$ cat src/sv/dla_pkg.sv
// Package for the display layout arranger.
// Holds field widths, register and alignment codes, sequencer states and the store entry type.
// No dependencies.
package dla_pkg;

    localparam int MODE_W     = 15;
    localparam int TRANS_W    = 3;
    localparam int SCALE_W    = 16;
    localparam int SIZE_W     = 23;
    localparam int POS_W      = 27;
    localparam int OUT_IDX_W  = 4;
    localparam int CFG_IDX_W  = 4;
    localparam int CFG_DATA_W = 8;
    localparam int ALIGN_W    = 3;

    // Rounded divide: (dim * 512 + scale) / (2 * scale)
    localparam int FRAC_SH = 9;
    localparam int NUM_W   = 25;
    localparam int DIV_W   = SCALE_W + 1;
    localparam int REM_W   = DIV_W + 1;
    localparam int STEP_W  = $clog2(NUM_W);

    localparam logic [SCALE_W-1:0] ONE_SCALE = SCALE_W'(256);
    localparam logic [SIZE_W-1:0]  SIZE_MAX  = {SIZE_W{1'b1}};
    localparam logic [POS_W-1:0]   POS_MAX   = {POS_W{1'b1}};

    localparam logic [CFG_IDX_W-1:0] REG_ARRANGEMENT = CFG_IDX_W'(0);
    localparam logic [CFG_IDX_W-1:0] REG_ALIGNMENT   = CFG_IDX_W'(1);

    localparam logic ARR_ROW    = 1'b0;
    localparam logic ARR_COLUMN = 1'b1;

    localparam logic [ALIGN_W-1:0] ALIGN_LEFT   = 3'd0;
    localparam logic [ALIGN_W-1:0] ALIGN_RIGHT  = 3'd1;
    localparam logic [ALIGN_W-1:0] ALIGN_MIDDLE = 3'd2;
    localparam logic [ALIGN_W-1:0] ALIGN_TOP    = 3'd3;
    localparam logic [ALIGN_W-1:0] ALIGN_BOTTOM = 3'd4;

    typedef enum logic [2:0] {
        S_IDLE,
        S_DIV_W,
        S_DIV_H,
        S_STORE,
        S_EMIT_READ,
        S_EMIT_CALC,
        S_EMIT_SEND
    } state_t;

    typedef struct packed {
        logic              en;
        logic [SIZE_W-1:0] sw;
        logic [SIZE_W-1:0] sh;
    } entry_t;

    function automatic logic [SIZE_W-1:0] sat_size(input logic [NUM_W-1:0] q);
        logic [SIZE_W-1:0] r;
        if (q > NUM_W'(SIZE_MAX))
            r = SIZE_MAX;
        else
            r = q[SIZE_W-1:0];
        return r;
    endfunction

endpackage

$ cat src/sv/dla_disp_if.sv
// Input channel of the display layout arranger: one display description per word.
// Depends on dla_pkg.
interface dla_disp_if;
    import dla_pkg::*;

    logic               valid;
    logic               ready;
    logic [MODE_W-1:0]  mode_width;
    logic [MODE_W-1:0]  mode_height;
    logic [TRANS_W-1:0] transform;
    logic [SCALE_W-1:0] scale;
    logic               enabled;
    logic               last_display;

    modport source (output valid, mode_width, mode_height, transform, scale, enabled,
                    last_display, input ready);
    modport sink   (input valid, mode_width, mode_height, transform, scale, enabled,
                    last_display, output ready);
endinterface

$ cat src/sv/dla_place_if.sv
// Result channel of the display layout arranger: one placed display per word.
// Depends on dla_pkg.
interface dla_place_if;
    import dla_pkg::*;

    logic                 valid;
    logic                 ready;
    logic [OUT_IDX_W-1:0] display_index;
    logic                 placed;
    logic [POS_W-1:0]     pos_x;
    logic [POS_W-1:0]     pos_y;
    logic [SIZE_W-1:0]    scaled_width;
    logic [SIZE_W-1:0]    scaled_height;
    logic                 last_result;

    modport source (output valid, display_index, placed, pos_x, pos_y, scaled_width,
                    scaled_height, last_result, input ready);
    modport sink   (input valid, display_index, placed, pos_x, pos_y, scaled_width,
                    scaled_height, last_result, output ready);
endinterface

$ cat src/sv/dla_cfg_if.sv
// Configuration write channel of the display layout arranger.
// Depends on dla_pkg.
interface dla_cfg_if;
    import dla_pkg::*;

    logic                  valid;
    logic                  ready;
    logic [CFG_IDX_W-1:0]  index;
    logic [CFG_DATA_W-1:0] data;

    modport source (output valid, index, data, input ready);
    modport sink   (input valid, index, data, output ready);
endinterface

$ cat src/sv/display_layout_arranger_top.sv
// Display layout arranger, top level.
// Depends on dla_pkg, dla_disp_if, dla_place_if and dla_cfg_if.
//
// Usage:
//   disp  : one word per display (mode size, transform, scale, enabled, last mark).
//   place : one word per stored display, in input order, after the last display.
//   cfg   : register writes (index 0 arrangement, 1 alignment); always ready,
//           write only while the block is idle.
// Sequence:
//   A display word is accepted in S_IDLE, divided width then height (S_DIV_W,
//   S_DIV_H) on the shared one-bit-per-cycle restoring divider, and stored in
//   S_STORE. A word that arrives with the set full skips the divider. disp.ready
//   is high only when the sequencer is idle.
//   After the last display, each result goes through store read, layout update
//   and send; send waits while the receiver holds place.ready low, and the
//   result word holds steady while stalled.
// Reset:
//   rst_n clears the sequencer, the display count, the widest/tallest trackers
//   and the registers. The display store is not cleared; only entries written in
//   the current set are read.
module display_layout_arranger_top #(
    parameter int MAX_DISPLAYS = 16
) (
    input  logic               clk,
    input  logic               rst_n,
    dla_disp_if.sink           disp,
    dla_place_if.source        place,
    dla_cfg_if.sink            cfg
);
    import dla_pkg::*;

    localparam int CNT_W = $clog2(MAX_DISPLAYS + 1);
    localparam int IDX_W = (MAX_DISPLAYS > 1) ? $clog2(MAX_DISPLAYS) : 1;

    state_t state_reg, state_next;

    logic [CNT_W-1:0]   count_reg;
    logic [IDX_W-1:0]   k_reg;
    logic [STEP_W-1:0]  step_reg;
    logic [SIZE_W-1:0]  widest_reg;
    logic [SIZE_W-1:0]  tallest_reg;
    logic               arrangement_reg;
    logic [ALIGN_W-1:0] alignment_reg;

    logic [MODE_W-1:0]  h_in_reg;
    logic [SCALE_W-1:0] sc_reg;
    logic [DIV_W-1:0]   div_reg;
    logic [NUM_W-1:0]   num_reg;
    logic [NUM_W-1:0]   q_reg;
    logic [DIV_W-1:0]   rem_reg;
    logic [SIZE_W-1:0]  sw_reg;
    logic               en_reg;
    logic               last_reg;
    logic [POS_W-1:0]   run_reg;
    entry_t             rd_reg;

    logic [OUT_IDX_W-1:0] o_idx_reg;
    logic                 o_placed_reg;
    logic [POS_W-1:0]     o_x_reg;
    logic [POS_W-1:0]     o_y_reg;
    logic [SIZE_W-1:0]    o_w_reg;
    logic [SIZE_W-1:0]    o_h_reg;
    logic                 o_last_reg;

    entry_t mem [MAX_DISPLAYS];

    logic               disp_acc;
    logic               full;
    logic               step_last;
    logic               final_k;
    logic [SCALE_W-1:0] sc_eff;
    logic [MODE_W-1:0]  w_sel;
    logic [MODE_W-1:0]  h_sel;
    logic [REM_W-1:0]   rem_sh;
    logic               ge;
    logic [DIV_W-1:0]   rem_new;
    logic [NUM_W-1:0]   q_new;
    logic [SIZE_W-1:0]  q_sat;
    logic [POS_W:0]     run_sum;
    logic [POS_W-1:0]   run_new;
    logic [SIZE_W-1:0]  x_slack;
    logic [SIZE_W-1:0]  y_slack;
    logic [POS_W-1:0]   cross_x;
    logic [POS_W-1:0]   cross_y;

    // Handshake and sequencer outputs
    always_comb
    begin
        disp.ready  = (state_reg == S_IDLE);
        place.valid = (state_reg == S_EMIT_SEND);
        cfg.ready   = 1'b1;
    end

    assign place.display_index = o_idx_reg;
    assign place.placed        = o_placed_reg;
    assign place.pos_x         = o_x_reg;
    assign place.pos_y         = o_y_reg;
    assign place.scaled_width  = o_w_reg;
    assign place.scaled_height = o_h_reg;
    assign place.last_result   = o_last_reg;

    assign disp_acc  = disp.valid && disp.ready;
    assign full      = (count_reg >= CNT_W'(MAX_DISPLAYS));
    assign step_last = (step_reg == STEP_W'(NUM_W - 1));
    assign final_k   = ((CNT_W'(k_reg) + CNT_W'(1)) == count_reg);
    assign sc_eff    = (disp.scale == '0) ? ONE_SCALE : disp.scale;
    assign w_sel     = disp.transform[0] ? disp.mode_height : disp.mode_width;
    assign h_sel     = disp.transform[0] ? disp.mode_width : disp.mode_height;

    // Shared restoring divider step
    always_comb
    begin
        rem_sh  = {rem_reg, num_reg[NUM_W-1]};
        ge      = (rem_sh >= REM_W'(div_reg));
        rem_new = ge ? DIV_W'(rem_sh - REM_W'(div_reg)) : rem_sh[DIV_W-1:0];
        q_new   = {q_reg[NUM_W-2:0], ge};
        q_sat   = sat_size(q_new);
    end

    // Layout arithmetic
    always_comb
    begin
        if (arrangement_reg == ARR_COLUMN)
            run_sum = POS_W'(run_reg) + (POS_W + 1)'(rd_reg.sh);
        else
            run_sum = POS_W'(run_reg) + (POS_W + 1)'(rd_reg.sw);
        run_new = run_sum[POS_W] ? POS_MAX : run_sum[POS_W-1:0];
        x_slack = widest_reg - rd_reg.sw;
        y_slack = tallest_reg - rd_reg.sh;
        cross_x = '0;
        cross_y = '0;
        if (alignment_reg == ALIGN_RIGHT)
            cross_x = POS_W'(x_slack);
        else if (alignment_reg == ALIGN_MIDDLE)
            cross_x = POS_W'(x_slack >> 1);
        if (alignment_reg == ALIGN_BOTTOM)
            cross_y = POS_W'(y_slack);
        else if (alignment_reg == ALIGN_MIDDLE)
            cross_y = POS_W'(y_slack >> 1);
    end

    // Next state
    always_comb
    begin
        state_next = state_reg;
        unique case (state_reg)
            S_IDLE:
            begin
                if (disp_acc)
                begin
                    if (!full)
                        state_next = S_DIV_W;
                    else if (disp.last_display)
                        state_next = S_EMIT_READ;
                end
            end
            S_DIV_W:
            begin
                if (step_last)
                    state_next = S_DIV_H;
            end
            S_DIV_H:
            begin
                if (step_last)
                    state_next = S_STORE;
            end
            S_STORE:     state_next = last_reg ? S_EMIT_READ : S_IDLE;
            S_EMIT_READ: state_next = S_EMIT_CALC;
            S_EMIT_CALC: state_next = S_EMIT_SEND;
            S_EMIT_SEND:
            begin
                if (place.ready)
                    state_next = final_k ? S_IDLE : S_EMIT_READ;
            end
            default:     state_next = S_IDLE;
        endcase
    end

    // Control state
    always_ff @(posedge clk or negedge rst_n)
    begin
        if (!rst_n)
        begin
            state_reg       <= S_IDLE;
            count_reg       <= '0;
            k_reg           <= '0;
            step_reg        <= '0;
            widest_reg      <= '0;
            tallest_reg     <= '0;
            arrangement_reg <= ARR_ROW;
            alignment_reg   <= ALIGN_LEFT;
        end
        else
        begin
            state_reg <= state_next;
            if (cfg.valid && cfg.ready)
            begin
                unique case (cfg.index)
                    REG_ARRANGEMENT: arrangement_reg <= cfg.data[0];
                    REG_ALIGNMENT:   alignment_reg   <= cfg.data[ALIGN_W-1:0];
                    default:         ;
                endcase
            end
            case (state_reg)
                S_IDLE:
                begin
                    step_reg <= '0;
                    k_reg    <= '0;
                end
                S_DIV_W, S_DIV_H:
                begin
                    step_reg <= step_last ? '0 : step_reg + STEP_W'(1);
                end
                S_STORE:
                begin
                    count_reg <= count_reg + CNT_W'(1);
                    if (en_reg)
                    begin
                        if (sw_reg > widest_reg)
                            widest_reg <= sw_reg;
                        if (q_reg[SIZE_W-1:0] > tallest_reg)
                            tallest_reg <= q_reg[SIZE_W-1:0];
                    end
                    k_reg <= '0;
                end
                S_EMIT_SEND:
                begin
                    if (place.ready)
                    begin
                        if (final_k)
                        begin
                            count_reg   <= '0;
                            widest_reg  <= '0;
                            tallest_reg <= '0;
                        end
                        else
                            k_reg <= k_reg + IDX_W'(1);
                    end
                end
                default: ;
            endcase
        end
    end

    // Datapath
    always_ff @(posedge clk)
    begin
        case (state_reg)
            S_IDLE:
            begin
                if (disp_acc)
                begin
                    h_in_reg <= h_sel;
                    sc_reg   <= sc_eff;
                    div_reg  <= {sc_eff, 1'b0};
                    num_reg  <= NUM_W'({w_sel, {FRAC_SH{1'b0}}}) + NUM_W'(sc_eff);
                    rem_reg  <= '0;
                    en_reg   <= disp.enabled;
                    last_reg <= disp.last_display;
                    run_reg  <= '0;
                end
            end
            S_DIV_W:
            begin
                rem_reg <= rem_new;
                q_reg   <= q_new;
                num_reg <= num_reg << 1;
                if (step_last)
                begin
                    sw_reg  <= q_sat;
                    rem_reg <= '0;
                    num_reg <= NUM_W'({h_in_reg, {FRAC_SH{1'b0}}}) + NUM_W'(sc_reg);
                end
            end
            S_DIV_H:
            begin
                rem_reg <= rem_new;
                q_reg   <= step_last ? NUM_W'(q_sat) : q_new;
                num_reg <= num_reg << 1;
            end
            S_STORE:
            begin
                mem[count_reg[IDX_W-1:0]] <= '{en: en_reg, sw: sw_reg, sh: q_reg[SIZE_W-1:0]};
                run_reg <= '0;
            end
            S_EMIT_CALC:
            begin
                o_idx_reg    <= OUT_IDX_W'(k_reg);
                o_placed_reg <= rd_reg.en;
                o_w_reg      <= rd_reg.sw;
                o_h_reg      <= rd_reg.sh;
                o_last_reg   <= final_k;
                o_x_reg      <= '0;
                o_y_reg      <= '0;
                if (rd_reg.en)
                begin
                    run_reg <= run_new;
                    if (arrangement_reg == ARR_COLUMN)
                    begin
                        o_y_reg <= run_reg;
                        o_x_reg <= cross_x;
                    end
                    else
                    begin
                        o_x_reg <= run_reg;
                        o_y_reg <= cross_y;
                    end
                end
            end
            default: ;
        endcase
        rd_reg <= mem[k_reg];
    end

`ifndef SYNTHESIS
    a_valid_in_send: assert property (@(posedge clk) disable iff (!rst_n)
        place.valid |-> (state_reg == S_EMIT_SEND))
        else $error("result word outside send state");

    a_no_overlap: assert property (@(posedge clk) disable iff (!rst_n)
        disp.ready |-> !place.valid)
        else $error("display accepted while results pending");

    a_clear_after_run: assert property (@(posedge clk) disable iff (!rst_n)
        (place.valid && place.ready && place.last_result) |=>
            (count_reg == '0 && widest_reg == '0 && tallest_reg == '0))
        else $error("set not cleared after final result");

    a_unplaced_zero: assert property (@(posedge clk) disable iff (!rst_n)
        (place.valid && !place.placed) |-> (place.pos_x == '0 && place.pos_y == '0))
        else $error("skipped display has nonzero position");
`endif

endmodule
$ cat src/flat_wrapper.sv
// flat-port wrapper written by rule: the top's interface ports become plain ports
module display_layout_arranger_top_flat import dla_pkg::*;
#(
    parameter int MAX_DISPLAYS = 16
)
  (clk, rst_n, disp_valid, disp_mode_width, disp_mode_height, disp_transform, disp_scale, disp_enabled, disp_last_display, disp_ready, place_valid, place_display_index, place_placed, place_pos_x, place_pos_y, place_scaled_width, place_scaled_height, place_last_result, place_ready, cfg_valid, cfg_index, cfg_data, cfg_ready);
  dla_disp_if disp_i ();
  dla_place_if place_i ();
  dla_cfg_if cfg_i ();
  input  logic clk;
  input  logic rst_n;
  input wire logic [$bits(disp_i.valid)-1:0] disp_valid;
  input wire logic [$bits(disp_i.mode_width)-1:0] disp_mode_width;
  input wire logic [$bits(disp_i.mode_height)-1:0] disp_mode_height;
  input wire logic [$bits(disp_i.transform)-1:0] disp_transform;
  input wire logic [$bits(disp_i.scale)-1:0] disp_scale;
  input wire logic [$bits(disp_i.enabled)-1:0] disp_enabled;
  input wire logic [$bits(disp_i.last_display)-1:0] disp_last_display;
  output wire logic [$bits(disp_i.ready)-1:0] disp_ready;
  output wire logic [$bits(place_i.valid)-1:0] place_valid;
  output wire logic [$bits(place_i.display_index)-1:0] place_display_index;
  output wire logic [$bits(place_i.placed)-1:0] place_placed;
  output wire logic [$bits(place_i.pos_x)-1:0] place_pos_x;
  output wire logic [$bits(place_i.pos_y)-1:0] place_pos_y;
  output wire logic [$bits(place_i.scaled_width)-1:0] place_scaled_width;
  output wire logic [$bits(place_i.scaled_height)-1:0] place_scaled_height;
  output wire logic [$bits(place_i.last_result)-1:0] place_last_result;
  input wire logic [$bits(place_i.ready)-1:0] place_ready;
  input wire logic [$bits(cfg_i.valid)-1:0] cfg_valid;
  input wire logic [$bits(cfg_i.index)-1:0] cfg_index;
  input wire logic [$bits(cfg_i.data)-1:0] cfg_data;
  output wire logic [$bits(cfg_i.ready)-1:0] cfg_ready;
  assign disp_i.valid = disp_valid;
  assign disp_i.mode_width = disp_mode_width;
  assign disp_i.mode_height = disp_mode_height;
  assign disp_i.transform = disp_transform;
  assign disp_i.scale = disp_scale;
  assign disp_i.enabled = disp_enabled;
  assign disp_i.last_display = disp_last_display;
  assign disp_ready = disp_i.ready;
  assign place_valid = place_i.valid;
  assign place_display_index = place_i.display_index;
  assign place_placed = place_i.placed;
  assign place_pos_x = place_i.pos_x;
  assign place_pos_y = place_i.pos_y;
  assign place_scaled_width = place_i.scaled_width;
  assign place_scaled_height = place_i.scaled_height;
  assign place_last_result = place_i.last_result;
  assign place_i.ready = place_ready;
  assign cfg_i.valid = cfg_valid;
  assign cfg_i.index = cfg_index;
  assign cfg_i.data = cfg_data;
  assign cfg_ready = cfg_i.ready;
  display_layout_arranger_top #(.MAX_DISPLAYS(MAX_DISPLAYS)) u_core (.clk(clk), .rst_n(rst_n), .disp(disp_i), .place(place_i), .cfg(cfg_i));
endmodule
$ cat config.mk
export PLATFORM = sky130hd
export DESIGN_NAME = display_layout_arranger_top_flat
export DESIGN_NICKNAME = d
export VERILOG_FILES = /design/src/sv/dla_pkg.sv /design/src/sv/dla_disp_if.sv /design/src/sv/dla_place_if.sv /design/src/sv/dla_cfg_if.sv /design/src/sv/display_layout_arranger_top.sv /design/src/flat_wrapper.sv
export SDC_FILE = /design/constraint.sdc
export NUM_CORES = 1
export LEC_CHECK = 0
export BUFFER_PORTS_ARGS = -buffer_cell sky130_fd_sc_hd__clkbuf_2
export CAP_MARGIN = 20
export CORE_MARGIN = 2
export CORE_UTILIZATION = 30
export DETAILED_ROUTE_END_ITERATION = 8
export PLACE_DENSITY = 0.46
export SYNTH_ARGS = -nofsm -noshare
export SYNTH_HDL_FRONTEND = slang
export SYNTH_SLANG_ARGS = --single-unit
export TNS_END_PERCENT = 20
$ cat constraint.sdc
create_clock -name clk -period 6 [get_ports clk]
set_input_delay 1.2 -clock clk [delete_from_list [all_inputs] [get_ports clk]]
set_output_delay 1.2 -clock clk [all_outputs]
set_load 0.05 [all_outputs]
==> metrics.cfg, run 1 <==
[layout]
stdcell_area_sq_um=56800
area_growth_pct=15.6
fillers=15600
fin_cells=5785
drive_gt1_frac=0.176
largest_reg_flops=752
num-nets-final=3729

[detailed_routing]
viasPerCell=5.03
ant_nets=0
drc_errors=0
wl_per_cell_um=25.0
drt-initial-drc-count=2825
wl_mm=145
drt-pass1-iter-count=8
vias=29100

[worst_setup_path]
cp-end-kind=flop
path_max_fanout=53
cp_slowest_cell=dfrtp_2
r2r_end=u_core.run_reg[20]
path_class=reg -> reg
crit_path_frequent_cell=nand2b_1
worstPathRequired_ns=6.54
r2r-start=u_core.arrangement_reg
worst_r2r_path_depth=10
critPathMaxStageDelay_ns=0.93
cp_top_family=simple AND/OR/NAND/NOR gates
path_cells=o21ai_0 > ha_1 > and4_1 > nand4_1 > or2_1 > a31o_2 > o311a_1 > nand2b_1 > nand2b_1 > a21oi_1
arrival_ns=4.90
critical_path_buf_inv_count=0
r2r_slack_ns=1.65
cp-start-kind=flop
crit_path_start=u_core.arrangement_reg

[placed_design]
numPortBuffers=168
dp_cells=5558
gp_congestion=0.794
hpwl_mm=90.8
place_area_sq_um=52900

[timing]
max_freq_mhz=230
worstMarginPinSlew_ns=1.10
slew_headroom=0.260
period_needed_ns=4.35
rsz0062_at_grt=no
period_share=0.726
slew_violations=0
setup_tns_ns=0
setup_viol=0
hold_viol_final=0
fin_skew_ns=0.0448

[cts]
cts_made_buffers=118
cts_resized=0
cts_tree=built
clk_latency_ns=0.75
clk_pin_slew_ns=0.06
cts_hold_buffers=0
cts-root-buf=clkbuf_16
cts-htree-levels=3
cts.sinks=1121
post-cts-setup-buffer-count=0
clock_path_buffers=3

[power_and_ir_drop]
p_comb_frac=0.307
power_density_nw_per_um2=479
seqPwrFrac=0.424
internal_power_mw=17.5
power_switching_mw=9.68
leakagePower_nw=20.0
pwr-share-clk=0.270
ir_drop_mv=0.313
power.share.switching=0.356

[grt]
grt_use_total=0.171
grt_first_pass_wirelength_mm=208
grt-ovfl-total=0
grt_start_max_net_pins=116
grt_pass1_vias=29300
antenna_found_initial=22

[run_status]
status=finished clean

[yosys]
syn_nets=3539
ys.warnings.count=0
yosysSeqAreaShare=0.669
async_reset_ff_frac=0.0598
ys_ff_latch=1121
synth_cells=3315
synth.distinct_cells=75
ys.flop_type=edfxtp_1
synth_edf_count=1007
postSynthAreaPerCell_sq_um=14.8
synth.cell_area_sq_um=49100

[floorplan]
die_x_um=409
start_util=0.302
coreArea_sq_um=163000
ios=177
rows=148
die-area_sq_um=167000
die_height_um=409

[min_path]
hold_class=in -> async

[run]
cap_viol_max_count=0

power groups by stage:
stage	sequential, mW	clock (mW)	combinational [mW]
floorplan	11.4	0	5.77
global placement	11.7	0	8.37
detailed placement	11.7	0	8.38
CTS	11.6	7.52	8.42
global route	11.7	7.83	9.24
finish	11.5	7.34	8.34
synthesized netlist by cell type, types with 5 or more instances:
| master | n | area, sq um |
|---|---|---|
| dfrtp_1 | 67 | 1680 |
| or2_2 | 5 | 31.3 |
| nor3_1 | 23 | 115 |
| buf_1 | 25 | 93.8 |
| nor2b_1 | 27 | 169 |
| nor2_1 | 95 | 357 |
| o21bai_1 | 15 | 113 |
| a221o_1 | 8 | 80.1 |
| nor4_1 | 8 | 50.1 |
| nand2b_1 | 42 | 263 |
| fa_1 | 6 | 120 |
| xnor2_1 | 59 | 517 |
| dfxtp_1 | 47 | 941 |
| inv_1 | 168 | 631 |
| o21a_1 | 16 | 120 |
| nand3_1 | 39 | 195 |
| buf_2 | 15 | 75.1 |
| a22o_1 | 6 | 52.6 |
| a211o_1 | 9 | 78.8 |
| mux4_2 | 94 | 2120 |
| a21o_1 | 53 | 398 |
| mux2i_1 | 205 | 2050 |
| xor2_1 | 40 | 350 |
| o22ai_1 | 5 | 31.3 |
| a21oi_1 | 157 | 786 |
| nand4_1 | 16 | 100 |
| clkbuf_1 | 119 | 447 |
| mux2_2 | 78 | 878 |
| a31oi_1 | 12 | 75.1 |
| o21ai_1 | 12 | 60.1 |
| a221oi_1 | 49 | 429 |
| o31ai_1 | 7 | 52.6 |
| a222oi_1 | 25 | 250 |
| o221ai_1 | 12 | 105 |
| edfxtp_1 | 1007 | 30200 |
| ha_1 | 150 | 1880 |
| o211ai_1 | 8 | 60.1 |
| and2_1 | 10 | 62.6 |
| a22oi_1 | 70 | 526 |
| or3_1 | 26 | 163 |
| a211oi_1 | 13 | 97.6 |
| and3_1 | 12 | 75.1 |
| o21ai_0 | 189 | 946 |
| nand2_1 | 214 | 803 |
kinds of logic after synthesis:
| family | synth area share |
|---|---|
| flops | 0.669 |
| compound gates | 0.0931 |
| simple gates | 0.0514 |
| mux | 0.103 |
| buf+inv | 0.0256 |
| fa+ha+maj | 0.0406 |
| xor+xnor | 0.0176 |
| other cells | 0.0000763 |
through the flow:
step	total power [mW]	hold WS (ns)	setup slack [ns]	utilization
2_1_floorplan	17.1	0.408	1.09	-
3_3_place_gp	20.1	0.425	1.63	0.324
3_5_place_dp	20.1	0.421	1.58	0.325
4_1_cts	27.5	0.360	1.58	0.349
5_1_grt	28.7	0.387	1.28	0.349
6_report	27.2	0.403	1.65	0.349
final cells by class:
class	instances	area, sq um	area share
antenna	2	5.00	0.0000881
clock buffer	154	3240	0.0570
clock inverter	69	669	0.0118
inverter	169	639	0.0113
multi-input combinational	1865	15200	0.268
sequential	1121	32900	0.579
tap	2175	2720	0.0479
timing repair buffer	230	1470	0.0259
layout by cell type (no fill, tap or decap), drive strengths merged, types with 49 or more instances in the layout:
master	instances
dfrtp	67
buf	63
nor2	95
ha	150
a21o	53
inv	171
o21ai	201
a21oi	157
edfxtp	1007
mux2i	205
xnor2	59
nand2	214
mux2	79
mux4	94
clkbuf	321
a221oi	49
a22oi	70
layer usage:
layer | global-route usage | share of wire | vias up | routed length (um)
met5 | 0 | 0.00028 | - | 41
met4 | 0.0417 | 0.022 | 6 | 3230
met3 | 0.0305 | 0.056 | 184 | 8150
met2 | 0.265 | 0.45 | 753 | 65400
met1 | 0.247 | 0.47 | 15000 | 67700
li1 | - | - | 13200 | -
worst max path at each step:
stage               slack (ns)  depth (start not counted)            endpoint
global placement          1.63                          9   u_core.run_reg[9]
floorplan                 1.09                          5    u_core.mem[3][0]
global route              1.28                         10  u_core.run_reg[16]
CTS                       1.58                          9   u_core.run_reg[9]
detailed placement        1.58                          9   u_core.run_reg[9]
finish                    1.65                         10  u_core.run_reg[20]
(Power assumes the default switching activity.)
==> run 2, diff against run 1 <==
Settings changed: ABC_AREA set to 1, PLACE_DENSITY 0.46 to 0.47.
Clock period 6 ns to 3.9 ns, I/O delays scaled along.
==> run 2 against run 1 <==
Against the previous run: utilization rose by 0.13 points; sequential share of layout area fell by 3.2 points; first-iteration DRC count rose by 1.1%; combinational power rose by 69%; wire length rose by 17%; via count rose by 28%; setup slack got worse by 1.1 ns; maximum frequency rose by 30%; critical endpoint is now u_core.run_reg[9]; largest cell class unchanged; register-to-register slack got worse by 1.1 ns; sequential cell count did not move; die area rose by 5.3%; power rose by 57%.
==> metrics.cfg, run 2 <==
[run_status]
status=finished clean

[placed_design]
numPortBuffers=168
dp_cells=7389
hpwl_mm=110
gp_congestion=0.936

[layout]
fin_cells=7620
multi_input_area_sq_um=16300
fillers=17300
mostFrequentLayoutCells=1,244 x nand2_1, 1,007 x edfxtp_1, 480 x inv_1
largest_reg_flops=752
drive_gt1_frac=0.105
area_growth_pct=16.1
regArea_sq_um=32900
final_common_cell=nand2_1
num-nets-final=5426

[timing]
period_needed_ns=3.34
setup_viol=0
worstMarginPinSlew_ns=0.950
slew_headroom=0.365
hold_viol_final=0
setup_tns_ns=0
period_share=0.856
max_freq_mhz=300
slew_violations=0
fin_skew_ns=0.0621
rsz0062_at_grt=no

[floorplan]
die-area_sq_um=176000
rows=152
ios=177
coreArea_sq_um=172000
start_util=0.302
die_x_um=419
die_height_um=419

[yosys]
ys.warnings.count=0
synth_top_area_frac=0.584
synth_common_cells=1,245 x nand2_1, 1,007 x edfxtp_1, 485 x inv_1, 403 x nor2_1, 376 x o21ai_0
synth.distinct_cells=53
async_reset_ff_frac=0.0598
synth.most_common_cell=nand2_1
synth_top_cell_by_area=edfxtp_1
postSynthAreaPerCell_sq_um=10.3
ys_top_cells_by_area=edfxtp_1 58%, nand2_1 9.0%, o21ai_0 3.6%, ha_1 3.6%, inv_1 3.5%
synth.cell_area_sq_um=51800
ys.flop_type=edfxtp_1
synth_cells=5003
synth_edf_count=1007
ys_ff_latch=1121
yosysSeqAreaShare=0.635
syn_nets=5227

[cts]
clk_latency_ns=0.79
cts-root-buf=clkbuf_16
cts_hold_buffers=0
cts_resized=0
post-cts-setup-buffer-count=0
cts_made_buffers=121
clock_path_buffers=3
cts-htree-levels=3
cts.sinks=1121
cts_tree=built
clk_pin_slew_ns=0.07

[power_and_ir_drop]
p_comb_frac=0.331
ir_drop_mv=0.403
power.share.switching=0.380
internal_power_mw=26.5
seqPwrFrac=0.396
pwr-share-clk=0.273
power_density_nw_per_um2=710
power_switching_mw=16.2
leakagePower_nw=23.9

[worst_setup_path]
worst_r2r_path_depth=12
cp_slowest_cell=dfrtp_2
cp-end-kind=flop
arrival_ns=3.83
cp-start-kind=flop
path_class=reg -> reg
critPathMaxStageDelay_ns=0.80
path_max_fanout=39
worstPathRequired_ns=4.39
path_cells=o21ai_0 > ha_1 > nand2_1 > inv_1 > a21oi_1 > nand2_1 > nand2_1 > nand3_2 > nand2_2 > inv_1 > o21ai_0 > inv_1

[grt]
grt_first_pass_wirelength_mm=244
antenna_found_initial=6
grt_use_total=0.190
grt_start_max_net_pins=126
grt_pass1_vias=35500
grt-ovfl-total=0

[detailed_routing]
wl_mm=169
viasPerCell=4.88
drt-initial-drc-count=2856
vias=37200
drt-pass1-iter-count=6
ant_nets=0
drc_errors=0
wl_per_cell_um=22.2

[run]
cap_viol_max_count=0

[min_path]
hold_class=in -> async

==> run 2: power groups by stage <==
stage	logic (mW)	clock network (mW)	registers, mW
after global placement	14.1	0	17.1
final	14.1	11.7	16.9
after global routing	15.8	12.4	17.0
after floorplan	9.02	0	17.0
after CTS	14.2	11.9	16.9
after detailed placement	14.1	0	17.1
==> run 2: cell type report <==
class / count / share of cell area
Sequential cell: 1121 / 0.547
Timing Repair Buffer: 295 / 0.0367
Inverter: 493 / 0.0309
Clock inverter: 65 / 0.0109
Antenna cell: 2 / 0.0000833
Clock buffer: 164 / 0.0558
Multi-Input combinational cell: 3170 / 0.271
Tap cell: 2310 / 0.0481
==> run 2: routing by layer <==
metal  wire length, um  share of wire  vias up  GRT usage
li1                  -              -    17700          -
met1             74400           0.44    18300      0.251
met2             82000           0.48      947      0.321
met3              7920          0.047      232     0.0247
met4              5130          0.030        0     0.0624
met5                 0              0        -          0
==> run 2: cell families after synthesis <==
logic type	count (synthesis)	share of synthesized area
DFF	1121	0.635
adders and majority gates	156	0.0386
and+or+nand+nor	2142	0.173
xor gates and xnor gates	46	0.00778
muxes	1	0.000218
AOI/OAI and AO/OA	824	0.0911
other	1	0.0000725
buffers and inverters	712	0.0543
==> run 2: through the flow <==
step / setup slack [ns] / hold WS [ns] / utilization / power, mW / cell area [sq um]
final: 0.563 / 0.0457 / 0.350 / 42.7 / 60100
after global routing: 0.280 / 0.0945 / 0.350 / 45.2 / 60100
after CTS: 0.577 / 0.0690 / 0.350 / 43.0 / 60100
after detailed placement: 0.606 / 0.430 / 0.327 / 31.3 / 56100
after global placement: 0.638 / 0.420 / 0.327 / 31.2 / 56100
after floorplan: 0.504 / 0.408 / - / 26.0 / 51800
==> run 2: path summary, 6_finish.rpt <==
| kind | slack, ns | to | startpoint |
|---|---|---|---|
| worst max-delay path | 0.56 | u_core.run_reg[9] | u_core.arrangement_reg |
| worst min-delay path | 0.05 | u_core.widest_reg[16] | rst_n |
| worst max register to register | 0.56 | u_core.run_reg[9] | u_core.arrangement_reg |
| worst min register to register | 0.44 | u_core.place.scaled_width[6] | u_core.rd_reg[29] |
| max in group asynchronous | 3.12 | u_core.k_reg[3] | rst_n |
| min in group clk | 0.23 | u_core.last_reg | disp_last_display |
==> run 2: worst max-delay path, delay by kind of cell, from the launching register on <==
kind | cells | cell delay (ns)
adders and majority gates | 1 | 0.40
DFF | 1 | 0.80
buffers and inverters | 3 | 0.34
and+or+nand+nor | 5 | 0.84
AOI/OAI and AO/OA | 3 | 0.67
